==> src/hdl/assert_macros.svh <==
// Assertion macros shared by the load-immediate expander RTL.
`ifndef ASSERT_MACROS_SVH
`define ASSERT_MACROS_SVH
`ifndef SYNTHESIS
`define ASSERT_PROP(lbl, clk, rst_n, prop, msg) \
    lbl: assert property (@(posedge clk) disable iff (!rst_n) (prop)) else $error(msg);
`define ASSERT_NEVER(lbl, clk, rst_n, expr, msg) \
    lbl: assert property (@(posedge clk) disable iff (!rst_n) !(expr)) else $error(msg);
`else
`define ASSERT_PROP(lbl, clk, rst_n, prop, msg)
`define ASSERT_NEVER(lbl, clk, rst_n, expr, msg)
`endif
`endif

==> src/hdl/lie_pkg.sv <==
// Types, constants and sizes shared by the load-immediate expander.
`timescale 1ns / 1ps
package lie_pkg;

    localparam int unsigned XLEN        = 64;
    localparam int unsigned MAX_LEVELS  = 6;
    localparam int unsigned LVL_W       = $clog2(MAX_LEVELS + 1);
    localparam int unsigned IDX_W       = (MAX_LEVELS > 1) ? $clog2(MAX_LEVELS) : 1;
    localparam int unsigned MAX_RESULTS = 16;
    localparam int unsigned CNT_W       = $clog2(MAX_RESULTS);
    localparam int unsigned SH_W        = $clog2(XLEN);
    localparam int unsigned CTZ_STEPS   = SH_W;
    localparam int unsigned K_W         = $clog2(CTZ_STEPS);
    localparam int unsigned REG_W       = 5;
    localparam int unsigned IMM_W       = 20;
    localparam int unsigned LO_W        = 12;
    localparam int unsigned MID_W       = XLEN - LO_W + 1;
    localparam int unsigned HI_W        = 32;
    localparam int unsigned KIND_W      = 3;

    typedef enum logic [KIND_W-1:0] {
        OPK_ADDI  = 3'd0,
        OPK_AUIPC = 3'd1,
        OPK_LUI   = 3'd2,
        OPK_SLLI  = 3'd3,
        OPK_SUB   = 3'd4
    } t_opk;

    typedef struct packed {
        t_opk             kind;
        logic [REG_W-1:0] rd;
        logic [REG_W-1:0] rs1;
        logic [REG_W-1:0] rs2;
        logic [IMM_W-1:0] imm;
    } t_instr;

    typedef struct packed {
        logic   gen_v;
        logic   fin;
        t_instr instr;
    } t_emit_req;

    typedef struct packed {
        logic can_emit;
        logic flush_ok;
    } t_emit_sts;

    typedef struct packed {
        logic            start;
        logic [XLEN-1:0] x;
    } t_ctz_req;

    typedef struct packed {
        logic            busy;
        logic            done;
        logic [SH_W-1:0] cnt;
        logic [XLEN-1:0] val;
    } t_ctz_res;

    typedef struct packed {
        logic            neg;
        logic [LO_W-1:0] lo;
        logic [SH_W-1:0] sha;
    } t_frame;

endpackage

==> src/hdl/lie_if.sv <==
// Valid/ready channel interfaces for the expander input and output items.
`timescale 1ns / 1ps
interface lie_in_if import lie_pkg::*; ();
    logic             valid;
    logic             ready;
    logic [XLEN-1:0]  value;
    logic [XLEN-1:0]  code_address;
    logic [REG_W-1:0] dest_reg;

    modport source (output valid, value, code_address, dest_reg, input ready);
    modport sink   (input valid, value, code_address, dest_reg, output ready);
endinterface

interface lie_out_if import lie_pkg::*; ();
    logic              valid;
    logic              ready;
    logic [KIND_W-1:0] opcode_kind;
    logic [REG_W-1:0]  rd_num;
    logic [REG_W-1:0]  rs1_num;
    logic [REG_W-1:0]  rs2_num;
    logic [IMM_W-1:0]  imm_bits;
    logic              last_instr;

    modport source (output valid, opcode_kind, rd_num, rs1_num, rs2_num, imm_bits,
                    last_instr, input ready);
    modport sink   (input valid, opcode_kind, rd_num, rs1_num, rs2_num, imm_bits,
                    last_instr, output ready);
endinterface

==> src/hdl/lie_ctz.sv <==
// Iterative trailing-zero strip unit: binary search, one halving step per cycle.
`timescale 1ns / 1ps
module lie_ctz import lie_pkg::*; (
    input  logic     i_clk,
    input  logic     i_rst_n,
    input  t_ctz_req i_req,
    output t_ctz_res o_res
);

    logic            r_busy;
    logic            r_done;
    logic [K_W-1:0]  r_k;
    logic [XLEN-1:0] r_x;
    logic [SH_W-1:0] r_n;

    logic [XLEN-1:0] low_mask;
    logic            strip;

    always_comb begin
        low_mask = ~({XLEN{1'b1}} << (1 << r_k));
        // a zero word has no trailing zeros to strip
        strip    = (r_x != '0) && ((r_x & low_mask) == '0);
    end

    always_ff @(posedge i_clk) begin
        if (!i_rst_n) begin
            r_busy <= 1'b0;
            r_done <= 1'b0;
        end else begin
            r_done <= 1'b0;
            if (i_req.start) begin
                r_busy <= 1'b1;
            end else if (r_busy && r_k == '0) begin
                r_busy <= 1'b0;
                r_done <= 1'b1;
            end
        end
        if (i_req.start) begin
            r_x <= i_req.x;
            r_n <= '0;
            r_k <= K_W'(CTZ_STEPS - 1);
        end else if (r_busy) begin
            if (strip) begin
                r_x <= r_x >> (1 << r_k);
                r_n <= r_n + SH_W'(1 << r_k);
            end
            r_k <= r_k - 1'b1;
        end
    end

    assign o_res.busy = r_busy;
    assign o_res.done = r_done;
    assign o_res.cnt  = r_n;
    assign o_res.val  = r_x;

endmodule

==> src/hdl/lie_outbuf.sv <==
// Output stage: one held instruction plus the output register, marks the last item.
`timescale 1ns / 1ps
module lie_outbuf import lie_pkg::*; (
    input  logic             i_clk,
    input  logic             i_rst_n,
    input  t_emit_req        i_req,
    output t_emit_sts        o_sts,
    lie_out_if.source        o_out
);

    logic   r_pend_v;
    t_instr r_pend;
    logic   r_o_valid;
    t_instr r_out;
    logic   r_o_last;

    logic out_free;
    logic take;
    logic flush;

    always_comb begin
        out_free       = !r_o_valid || o_out.ready;
        o_sts.can_emit = !r_pend_v || out_free;
        o_sts.flush_ok = !r_pend_v || out_free;
        take           = i_req.gen_v && o_sts.can_emit;
        flush          = i_req.fin && r_pend_v && out_free;
    end

    always_ff @(posedge i_clk) begin
        if (!i_rst_n) begin
            r_pend_v  <= 1'b0;
            r_o_valid <= 1'b0;
        end else begin
            if (take) begin
                r_pend_v <= 1'b1;
                if (r_pend_v) begin
                    r_o_valid <= 1'b1;
                end else if (o_out.ready) begin
                    r_o_valid <= 1'b0;
                end
            end else if (flush) begin
                r_pend_v  <= 1'b0;
                r_o_valid <= 1'b1;
            end else if (o_out.ready) begin
                r_o_valid <= 1'b0;
            end
        end
        // hold the newest instruction until we know whether another follows
        if (take) begin
            r_pend <= i_req.instr;
        end
        if ((take && r_pend_v) || flush) begin
            r_out    <= r_pend;
            r_o_last <= flush;
        end
    end

    assign o_out.valid       = r_o_valid;
    assign o_out.opcode_kind = r_out.kind;
    assign o_out.rd_num      = r_out.rd;
    assign o_out.rs1_num     = r_out.rs1;
    assign o_out.rs2_num     = r_out.rs2;
    assign o_out.imm_bits    = r_out.imm;
    assign o_out.last_instr  = r_o_last;

endmodule

==> src/hdl/lie_seq.sv <==
// Expansion sequencer: per-level strategy choice, nesting stack and instruction issue.
`timescale 1ns / 1ps
module lie_seq import lie_pkg::*; (
    input  logic             i_clk,
    input  logic             i_rst_n,
    input  logic             i_valid,
    input  logic [XLEN-1:0]  i_value,
    input  logic [XLEN-1:0]  i_code_address,
    input  logic [REG_W-1:0] i_dest_reg,
    output logic             o_ready,
    output t_emit_req        o_emit,
    input  t_emit_sts        i_sts,
    output t_ctz_req         o_ctz,
    input  t_ctz_res         i_ctz
);

    typedef enum logic [3:0] {
        S_IDLE,
        S_EVAL,
        S_AUI_LO,
        S_CTZ_A,
        S_MID,
        S_CTZ_B,
        S_LEAF,
        S_L_LUI,
        S_L_SHB,
        S_L_ADDI,
        S_L_SHA,
        S_CTZ_C,
        S_POP,
        S_POP_SHA,
        S_FLUSH
    } t_state;

    t_state           r_state, n_state;
    logic [XLEN-1:0]  r_imm, n_imm;
    logic [XLEN-1:0]  r_pc, n_pc;
    logic [REG_W-1:0] r_rd, n_rd;
    logic [LVL_W-1:0] r_lvl, n_lvl;
    logic [CNT_W-1:0] r_cnt, n_cnt;
    logic [XLEN-1:0]  r_v, n_v;
    logic [LO_W-1:0]  r_lo, n_lo;
    logic [MID_W-1:0] r_mid, n_mid;
    logic [SH_W-1:0]  r_sha, n_sha;
    logic [SH_W-1:0]  r_shb, n_shb;
    t_frame           r_stack [MAX_LEVELS];

    logic             push;
    t_frame           push_frame;
    t_frame           top;
    logic [IDX_W-1:0] top_idx;
    logic [XLEN-1:0]  off;
    logic             imm_fits12;
    logic             off_fits;
    logic             imm_fits;
    logic [IMM_W-1:0] aui_hi;
    logic [MID_W-1:0] mid_calc;
    logic             mid_strip;
    logic [HI_W-1:0]  hi_calc;
    logic [XLEN-1:0]  split_mid;
    logic             take;

    function automatic t_instr mk(t_opk k, logic [REG_W-1:0] rd, logic [REG_W-1:0] rs1,
                                  logic [REG_W-1:0] rs2, logic [IMM_W-1:0] imm);
        t_instr t;
        t.kind = k;
        t.rd   = rd;
        t.rs1  = rs1;
        t.rs2  = rs2;
        t.imm  = imm;
        return t;
    endfunction

    always_comb begin
        top_idx    = IDX_W'(r_lvl - 1'b1);
        top        = r_stack[top_idx];
        off        = r_imm - r_pc;
        imm_fits12 = (&r_imm[XLEN-1:LO_W-1]) || !(|r_imm[XLEN-1:LO_W-1]);
        off_fits   = (&off[XLEN-1:HI_W-1]) || !(|off[XLEN-1:HI_W-1]);
        imm_fits   = (&r_imm[XLEN-1:HI_W-1]) || !(|r_imm[XLEN-1:HI_W-1]);
        // auipc upper part rounds up when the low part reads as negative
        aui_hi     = off[HI_W-1:LO_W] + IMM_W'(off[LO_W-1]);
        mid_calc   = {1'b0, r_v[XLEN-1:LO_W]} + MID_W'(r_v[LO_W-1]);
        mid_strip  = (mid_calc[MID_W-1:MID_W-2] == '0) && (mid_calc[MID_W-3:IMM_W] != '0);
        hi_calc    = r_mid[HI_W+IMM_W-1:IMM_W] + HI_W'(r_mid[IMM_W-1]);
        split_mid  = {i_ctz.val[XLEN-1:LO_W], {LO_W{1'b0}}}
                   + (i_ctz.val[LO_W-1] ? (XLEN'(1) << LO_W) : '0);
    end

    always_comb begin
        n_state = r_state;
        n_imm   = r_imm;
        n_pc    = r_pc;
        n_rd    = r_rd;
        n_lvl   = r_lvl;
        n_cnt   = r_cnt;
        n_v     = r_v;
        n_lo    = r_lo;
        n_mid   = r_mid;
        n_sha   = r_sha;
        n_shb   = r_shb;
        push       = 1'b0;
        push_frame = '0;
        o_emit     = '0;
        o_ctz      = '0;

        unique case (r_state)
            S_IDLE: begin
                if (i_valid) begin
                    n_imm   = i_value;
                    n_pc    = i_code_address;
                    n_rd    = i_dest_reg;
                    n_lvl   = '0;
                    n_cnt   = '0;
                    n_state = S_EVAL;
                end
            end
            S_EVAL: begin
                if (r_lvl == LVL_W'(MAX_LEVELS)) begin
                    // too deep: this level emits nothing
                    n_state = S_POP;
                end else if (imm_fits12) begin
                    o_emit.gen_v = 1'b1;
                    o_emit.instr = mk(OPK_ADDI, r_rd, '0, '0, IMM_W'(r_imm[LO_W-1:0]));
                    if (i_sts.can_emit) begin
                        n_state = S_POP;
                    end
                end else if (off_fits) begin
                    o_emit.gen_v = 1'b1;
                    o_emit.instr = mk(OPK_AUIPC, r_rd, '0, '0, aui_hi);
                    n_lo         = off[LO_W-1:0];
                    if (i_sts.can_emit) begin
                        n_state = S_AUI_LO;
                    end
                end else if (imm_fits) begin
                    n_v     = r_imm;
                    n_sha   = '0;
                    n_state = S_MID;
                end else begin
                    o_ctz.start = 1'b1;
                    o_ctz.x     = r_imm;
                    n_state     = S_CTZ_A;
                end
            end
            S_AUI_LO: begin
                if (r_lo != '0) begin
                    o_emit.gen_v = 1'b1;
                    o_emit.instr = mk(OPK_ADDI, r_rd, r_rd, '0, IMM_W'(r_lo));
                    if (i_sts.can_emit) begin
                        n_state = S_POP;
                    end
                end else begin
                    n_state = S_POP;
                end
            end
            S_CTZ_A: begin
                if (i_ctz.done) begin
                    n_v     = i_ctz.val;
                    n_sha   = i_ctz.cnt;
                    n_state = S_MID;
                end
            end
            S_MID: begin
                n_lo  = r_v[LO_W-1:0];
                n_mid = mid_calc;
                n_shb = '0;
                if (mid_strip) begin
                    o_ctz.start = 1'b1;
                    o_ctz.x     = XLEN'(mid_calc);
                    n_state     = S_CTZ_B;
                end else begin
                    n_state = S_LEAF;
                end
            end
            S_CTZ_B: begin
                if (i_ctz.done) begin
                    n_mid   = MID_W'(i_ctz.val);
                    n_shb   = i_ctz.cnt;
                    n_state = S_LEAF;
                end
            end
            S_LEAF: begin
                if (hi_calc == '0) begin
                    n_state = S_L_LUI;
                end else if (r_imm[XLEN-1]) begin
                    // load the negated value one level down, then sub from x0
                    push           = 1'b1;
                    push_frame.neg = 1'b1;
                    n_imm          = '0 - r_imm;
                    n_lvl          = r_lvl + 1'b1;
                    n_state        = S_EVAL;
                end else begin
                    o_ctz.start = 1'b1;
                    o_ctz.x     = r_imm;
                    n_state     = S_CTZ_C;
                end
            end
            S_L_LUI: begin
                if (r_mid[IMM_W-1:0] != '0) begin
                    o_emit.gen_v = 1'b1;
                    o_emit.instr = mk(OPK_LUI, r_rd, '0, '0, r_mid[IMM_W-1:0]);
                    if (i_sts.can_emit) begin
                        n_state = S_L_SHB;
                    end
                end else begin
                    n_state = S_L_ADDI;
                end
            end
            S_L_SHB: begin
                if (r_shb != '0) begin
                    o_emit.gen_v = 1'b1;
                    o_emit.instr = mk(OPK_SLLI, r_rd, r_rd, '0, IMM_W'(r_shb));
                    if (i_sts.can_emit) begin
                        n_state = S_L_ADDI;
                    end
                end else begin
                    n_state = S_L_ADDI;
                end
            end
            S_L_ADDI: begin
                if (r_lo != '0) begin
                    o_emit.gen_v = 1'b1;
                    o_emit.instr = mk(OPK_ADDI, r_rd,
                                      (r_mid[IMM_W-1:0] != '0) ? r_rd : '0, '0,
                                      IMM_W'(r_lo));
                    if (i_sts.can_emit) begin
                        n_state = S_L_SHA;
                    end
                end else begin
                    n_state = S_POP;
                end
            end
            S_L_SHA: begin
                if (r_sha != '0) begin
                    o_emit.gen_v = 1'b1;
                    o_emit.instr = mk(OPK_SLLI, r_rd, r_rd, '0, IMM_W'(r_sha));
                    if (i_sts.can_emit) begin
                        n_state = S_POP;
                    end
                end else begin
                    n_state = S_POP;
                end
            end
            S_CTZ_C: begin
                if (i_ctz.done) begin
                    // split: upper part goes one level down, low part is added after
                    push           = 1'b1;
                    push_frame.neg = 1'b0;
                    push_frame.lo  = i_ctz.val[LO_W-1:0];
                    push_frame.sha = i_ctz.cnt;
                    n_imm          = split_mid;
                    n_lvl          = r_lvl + 1'b1;
                    n_state        = S_EVAL;
                end
            end
            S_POP: begin
                if (r_lvl == '0) begin
                    n_state = S_FLUSH;
                end else if (top.neg) begin
                    o_emit.gen_v = 1'b1;
                    o_emit.instr = mk(OPK_SUB, r_rd, '0, r_rd, '0);
                    if (i_sts.can_emit) begin
                        n_lvl = r_lvl - 1'b1;
                    end
                end else if (top.lo != '0) begin
                    o_emit.gen_v = 1'b1;
                    o_emit.instr = mk(OPK_ADDI, r_rd, r_rd, '0, IMM_W'(top.lo));
                    if (i_sts.can_emit) begin
                        n_state = S_POP_SHA;
                    end
                end else begin
                    n_state = S_POP_SHA;
                end
            end
            S_POP_SHA: begin
                if (top.sha != '0) begin
                    o_emit.gen_v = 1'b1;
                    o_emit.instr = mk(OPK_SLLI, r_rd, r_rd, '0, IMM_W'(top.sha));
                    if (i_sts.can_emit) begin
                        n_lvl   = r_lvl - 1'b1;
                        n_state = S_POP;
                    end
                end else begin
                    n_lvl   = r_lvl - 1'b1;
                    n_state = S_POP;
                end
            end
            S_FLUSH: begin
                o_emit.fin = 1'b1;
                if (i_sts.flush_ok) begin
                    n_state = S_IDLE;
                end
            end
            default: begin
                n_state = S_IDLE;
            end
        endcase

        take = o_emit.gen_v && i_sts.can_emit;
        if (take) begin
            n_cnt = r_cnt + 1'b1;
            // drop everything past the result limit
            if (r_cnt == CNT_W'(MAX_RESULTS - 1)) begin
                n_state = S_FLUSH;
            end
        end
    end

    always_ff @(posedge i_clk) begin
        if (!i_rst_n) begin
            r_state <= S_IDLE;
            r_lvl   <= '0;
            r_cnt   <= '0;
        end else begin
            r_state <= n_state;
            r_lvl   <= n_lvl;
            r_cnt   <= n_cnt;
        end
        r_imm <= n_imm;
        r_pc  <= n_pc;
        r_rd  <= n_rd;
        r_v   <= n_v;
        r_lo  <= n_lo;
        r_mid <= n_mid;
        r_sha <= n_sha;
        r_shb <= n_shb;
        if (push) begin
            r_stack[IDX_W'(r_lvl)] <= push_frame;
        end
    end

    assign o_ready = (r_state == S_IDLE);

endmodule

==> src/hdl/load_immediate_expander_top.sv <==
// Expansion: each nesting level makes at most three uses of the trailing-zero unit,
// plus issue steps; at most one instruction is issued per cycle, and none while the
// output stage stalls; nesting is at most MAX_LEVELS deep, 16 results.
// Throughput: one item at a time, set by the shared trailing-zero unit and sequencer.
// Reset: synchronous, active low; clears sequencer, unit and output valid state.
`timescale 1ns / 1ps
`include "assert_macros.svh"
module load_immediate_expander_top import lie_pkg::*; (
    input  logic      i_clk,
    input  logic      i_rst_n,
    lie_in_if.sink    i_in,
    lie_out_if.source o_out
);

    t_emit_req emit_req;
    t_emit_sts emit_sts;
    t_ctz_req  ctz_req;
    t_ctz_res  ctz_res;
    logic      seq_ready;

    lie_seq u_seq (
        .i_clk          (i_clk),
        .i_rst_n        (i_rst_n),
        .i_valid        (i_in.valid),
        .i_value        (i_in.value),
        .i_code_address (i_in.code_address),
        .i_dest_reg     (i_in.dest_reg),
        .o_ready        (seq_ready),
        .o_emit         (emit_req),
        .i_sts          (emit_sts),
        .o_ctz          (ctz_req),
        .i_ctz          (ctz_res)
    );

    lie_ctz u_ctz (
        .i_clk   (i_clk),
        .i_rst_n (i_rst_n),
        .i_req   (ctz_req),
        .o_res   (ctz_res)
    );

    lie_outbuf u_outbuf (
        .i_clk   (i_clk),
        .i_rst_n (i_rst_n),
        .i_req   (emit_req),
        .o_sts   (emit_sts),
        .o_out   (o_out)
    );

    assign i_in.ready = seq_ready;

    `ASSERT_PROP(a_busy_after_accept, i_clk, i_rst_n, (i_in.valid && i_in.ready) |=> !i_in.ready, "ready high right after an accepted item")
    `ASSERT_NEVER(a_ctz_restart, i_clk, i_rst_n, ctz_req.start && ctz_res.busy, "trailing-zero unit restarted while busy")
    `ASSERT_PROP(a_ctz_latency, i_clk, i_rst_n, ctz_req.start |-> ##(CTZ_STEPS + 1) ctz_res.done, "trailing-zero result late")
    `ASSERT_NEVER(a_fin_with_issue, i_clk, i_rst_n, emit_req.fin && emit_req.gen_v, "flush requested together with an instruction")

endmodule

==> src/flat_wrapper.sv <==
// flat-port wrapper written by rule: the top's interface ports become plain ports
module load_immediate_expander_top_flat import lie_pkg::*;
  (i_clk, i_rst_n, i_in_valid, i_in_value, i_in_code_address, i_in_dest_reg, i_in_ready, o_out_valid, o_out_opcode_kind, o_out_rd_num, o_out_rs1_num, o_out_rs2_num, o_out_imm_bits, o_out_last_instr, o_out_ready);
  lie_in_if i_in_i ();
  lie_out_if o_out_i ();
  input  logic i_clk;
  input  logic i_rst_n;
  input wire logic [$bits(i_in_i.valid)-1:0] i_in_valid;
  input wire logic [$bits(i_in_i.value)-1:0] i_in_value;
  input wire logic [$bits(i_in_i.code_address)-1:0] i_in_code_address;
  input wire logic [$bits(i_in_i.dest_reg)-1:0] i_in_dest_reg;
  output wire logic [$bits(i_in_i.ready)-1:0] i_in_ready;
  output wire logic [$bits(o_out_i.valid)-1:0] o_out_valid;
  output wire logic [$bits(o_out_i.opcode_kind)-1:0] o_out_opcode_kind;
  output wire logic [$bits(o_out_i.rd_num)-1:0] o_out_rd_num;
  output wire logic [$bits(o_out_i.rs1_num)-1:0] o_out_rs1_num;
  output wire logic [$bits(o_out_i.rs2_num)-1:0] o_out_rs2_num;
  output wire logic [$bits(o_out_i.imm_bits)-1:0] o_out_imm_bits;
  output wire logic [$bits(o_out_i.last_instr)-1:0] o_out_last_instr;
  input wire logic [$bits(o_out_i.ready)-1:0] o_out_ready;
  assign i_in_i.valid = i_in_valid;
  assign i_in_i.value = i_in_value;
  assign i_in_i.code_address = i_in_code_address;
  assign i_in_i.dest_reg = i_in_dest_reg;
  assign i_in_ready = i_in_i.ready;
  assign o_out_valid = o_out_i.valid;
  assign o_out_opcode_kind = o_out_i.opcode_kind;
  assign o_out_rd_num = o_out_i.rd_num;
  assign o_out_rs1_num = o_out_i.rs1_num;
  assign o_out_rs2_num = o_out_i.rs2_num;
  assign o_out_imm_bits = o_out_i.imm_bits;
  assign o_out_last_instr = o_out_i.last_instr;
  assign o_out_i.ready = o_out_ready;
  load_immediate_expander_top u_core (.i_clk(i_clk), .i_rst_n(i_rst_n), .i_in(i_in_i), .o_out(o_out_i));
endmodule
==> config.mk <==
export PLATFORM = sky130hd
export DESIGN_NAME = load_immediate_expander_top_flat
export DESIGN_NICKNAME = d
export VERILOG_FILES = /design/src/hdl/lie_pkg.sv /design/src/hdl/lie_if.sv /design/src/hdl/lie_ctz.sv /design/src/hdl/lie_outbuf.sv /design/src/hdl/lie_seq.sv /design/src/hdl/load_immediate_expander_top.sv /design/src/flat_wrapper.sv
export VERILOG_INCLUDE_DIRS = /design/src /design/src/hdl
export SDC_FILE = /design/constraint.sdc
export NUM_CORES = 1
export LEC_CHECK = 0
export ABC_AREA = 0
export BUFFER_PORTS_ARGS = -buffer_cell sky130_fd_sc_hd__buf_2
export CAP_MARGIN = 15
export CORE_ASPECT_RATIO = 0.8
export CORE_UTILIZATION = 50
export CTS_BUF_LIST = sky130_fd_sc_hd__clkbuf_8
export DETAILED_ROUTE_END_ITERATION = 8
export GPL_TIMING_DRIVEN = 1
export PLACE_DENSITY = 0.7
export SKIP_CTS_REPAIR_TIMING = 1
export SLEW_MARGIN = 0
export SYNTH_ARGS = -nofsm -noshare
export SYNTH_HDL_FRONTEND = slang
export SYNTH_HIERARCHICAL = 1
export SYNTH_SLANG_ARGS = --single-unit
==> constraint.sdc <==
create_clock -name i_clk -period 19.4 [get_ports i_clk]
set_clock_uncertainty 0.1 [all_clocks]
set_input_delay 0.97 -clock i_clk [delete_from_list [all_inputs] [get_ports i_clk]]
set_output_delay 0.97 -clock i_clk [all_outputs]
set_load 0.02 [all_outputs]
==> qor.yml <==
r2r_end: "u_core/u_ctz/r_x[15]"
regArea_mm2: 0.0163
syn2layout_area_growth_pct: 9.33
min_path_type: "input port to flip-flop"
dr.pass1.iters: 6
crit_chain: "ha_1 -> a21oi_1 -> o21ai_0 -> a221oi_1 -> o2bb2ai_1 -> nand3_2 -> a31oi_1 -> xor2_1 -> or4_1 -> or4_4 -> o22ai_1 -> buf_4 -> o31ai_4 -> buf_4 -> nand2b_2 -> a211oi_1 -> nand2_1 -> a211oi_1 -> a221oi_1 -> o21ai_0"
path_clk_slew_ns: 0.06
status: "completed"
p_leak_uw: 0.0143
timing.slew.headroom_pct: 20.7
holdPathEnd: "u_core/u_seq/r_pc[9]"
cts_sinks: 552
mostFrequentLayoutCells: "edfxtp_1 (528), nand2_1 (422), nor2_1 (338), o21ai_0 (298), a21oi_1 (252)"
dieArea_mm2: 0.0751
final_cell_area_mm2: 0.0405
cp_max_fo: 64
worstPathBufferInverterCount: 2
io_pins: 178
cp_slowest_cell: "a211oi_1"
max_stage_delay_ns: 0.87
cts_tree: "yes"
required_ns: 19.85
post_drt_via_cell_ratio: 6.64
synth_cells: 3847
vias: 32977
worst_pin_slew_ns: 1.18
rsz0062_at_grt: "false"
setup_violations: 0
clk_path_buf_depth: 3
crit_path_end_kind: "flip-flop"
drv_cap: 0
r2r_slack_ns: 11.57
wirelength_um: 138000
place_hpwl_um: 105000
root_buffer: "clkbuf_8"
grt-ovfl-total: 0
track_usage_pct: 36.1
max_freq_ghz: 0.128
die_w_um: 306
nets: 4174
die_h_um: 245
start_kind: "flip-flop"
critPathArrivalTime_ns: 8.28
cts_buffers: 88
fin_crit_sh_pct: 40.4
placed_area_mm2: 0.0387
final_common_cell: "edfxtp_1"
place_inst: 4799
irDropWorstVdd_uv: 85.8
crit_start: "u_core/u_seq/r_imm[38]"
clk_latency_ns: 0.75
start_util_pct: 50.9
antenna_found_initial: 6
powerDensity_mw_per_mm2: 172
htree_num_levels: 3
fillers: 6598
period_needed_ns: 7.83
grt_max_degree: 99
routedWlPerCell_um: 27.9
worst_r2r_path_depth: 20
syn_nets: 4075
fin_setup_tns_ns: 0
cp_top_family: "compound AO/OA/AOI/OAI gates"
drtAntennaViolNets: 0
numPortBuffers: 177
slew_violations: 0
min_from: "i_in_code_address[9]"
grt_pass1_wl_um: 201000
syn_area_mm2: 0.0370
drtIter0Drc: 4780
grt_pass1_vias: 30365
r2r-start: "u_core/u_seq/r_imm[38]"
timing.final.hold_violations: 0
coreArea_mm2: 0.0727
drive_above_1_share_pct: 13.8
multi_input_area_mm2: 0.0194
place_congestion: 1.06
drc: 0
syn_avg_cell_area_um2: 9.62
yosys_warnings: 6
fin_cells: 4969
final_core_utilization_pct: 55.7
num_rows: 88
whs_path_depth: 1
critPathKind: "flip-flop to flip-flop"
-- worst register-to-register path, cell delays in order, from the launching register on --
cell and delay [ns]:
edfxtp_1 0.51, ha_1 0.52, a21oi_1 0.39, o21ai_0 0.32, a221oi_1 0.34, o2bb2ai_1 0.35
nand3_2 0.20, a31oi_1 0.30, xor2_1 0.19, or4_1 0.53, or4_4 0.54, o22ai_1 0.24
buf_4 0.27, o31ai_4 0.07, buf_4 0.34, nand2b_2 0.36, a211oi_1 0.87, nand2_1 0.65
a211oi_1 0.35, a221oi_1 0.08, o21ai_0 0.13
-- metal layers --
layer | wire length, um | GRT usage (%) | vias up | share of wire (%)
met3 | 17300 | 11.3 | 343 | 12
li1 | - | - | 14690 | -
met2 | 59000 | 52.6 | 2205 | 43
met1 | 57000 | 49.7 | 15739 | 41
met4 | 5250 | 14.6 | 0 | 3.8
met5 | 0 | 0 | - | 0
-- sequential cells by signal (all words and copies together) (netlist names), 6 cells and up --
signal	count
u_core/u_seq/r_mid	52
u_core/u_seq/r_v	64
u_core/u_ctz/r_n	6
u_core/u_seq/r_shb	6
u_core/u_seq/r_pc	64
u_core/u_outbuf/r_pend	38
u_core/u_ctz/r_x	64
u_core/u_outbuf/o_out.imm_bits	20
u_core/u_seq/r_imm	64
u_core/u_seq/r_sha	6
u_core/u_seq/r_stack	114
u_core/u_seq/r_lo	12
-- power by group --
| group | switching [uW] | total, uW | leakage, uW | internal, uW |
|---|---|---|---|---|
| sequential | 512 | 2340 | 0.00488 | 1820 |
| clock | 497 | 984 | 0.000979 | 487 |
| combinational | 2470 | 3630 | 0.00842 | 1160 |
| total | 3480 | 6950 | 0.0143 | 3470 |
-- worst max path at each step --
| stage | endpoint | slack, ns | depth (start not counted) |
|---|---|---|---|
| floorplan | u_core/u_seq/r_imm[0] | 10.73 | 10 |
| global placement | u_core/u_ctz/r_x[15] | 12.02 | 20 |
| detailed placement | u_core/u_ctz/r_x[15] | 11.98 | 22 |
| CTS | u_core/u_ctz/r_x[15] | 11.95 | 22 |
| global route | u_core/u_ctz/r_x[15] | 11.36 | 22 |
| finish | u_core/u_ctz/r_x[15] | 11.57 | 20 |
-- through the flow --
stage / total power (uW) / setup slack (ns) / hold WS (ns)
global route: 7230 / 11.36 / 0.277
detailed placement: 5780 / 11.98 / 0.305
CTS: 6780 / 11.95 / 0.267
floorplan: 4440 / 10.73 / 0.300
finish: 6950 / 11.57 / 0.312
global placement: 5790 / 12.02 / 0.302
-- area by class of cell --
| cell class | count | area share, % |
|---|---|---|
| multi-input cells | 2942 | 47.9 |
| flip-flops and latches | 552 | 40.4 |
| repair buffers | 244 | 3.47 |
| clock buffers | 92 | 3.13 |
| well taps | 945 | 2.92 |
| inverters | 118 | 1.09 |
| clock inverters | 71 | 1.05 |
| diodes | 5 | 0.0309 |
Power figures use the tool's default switching activity.
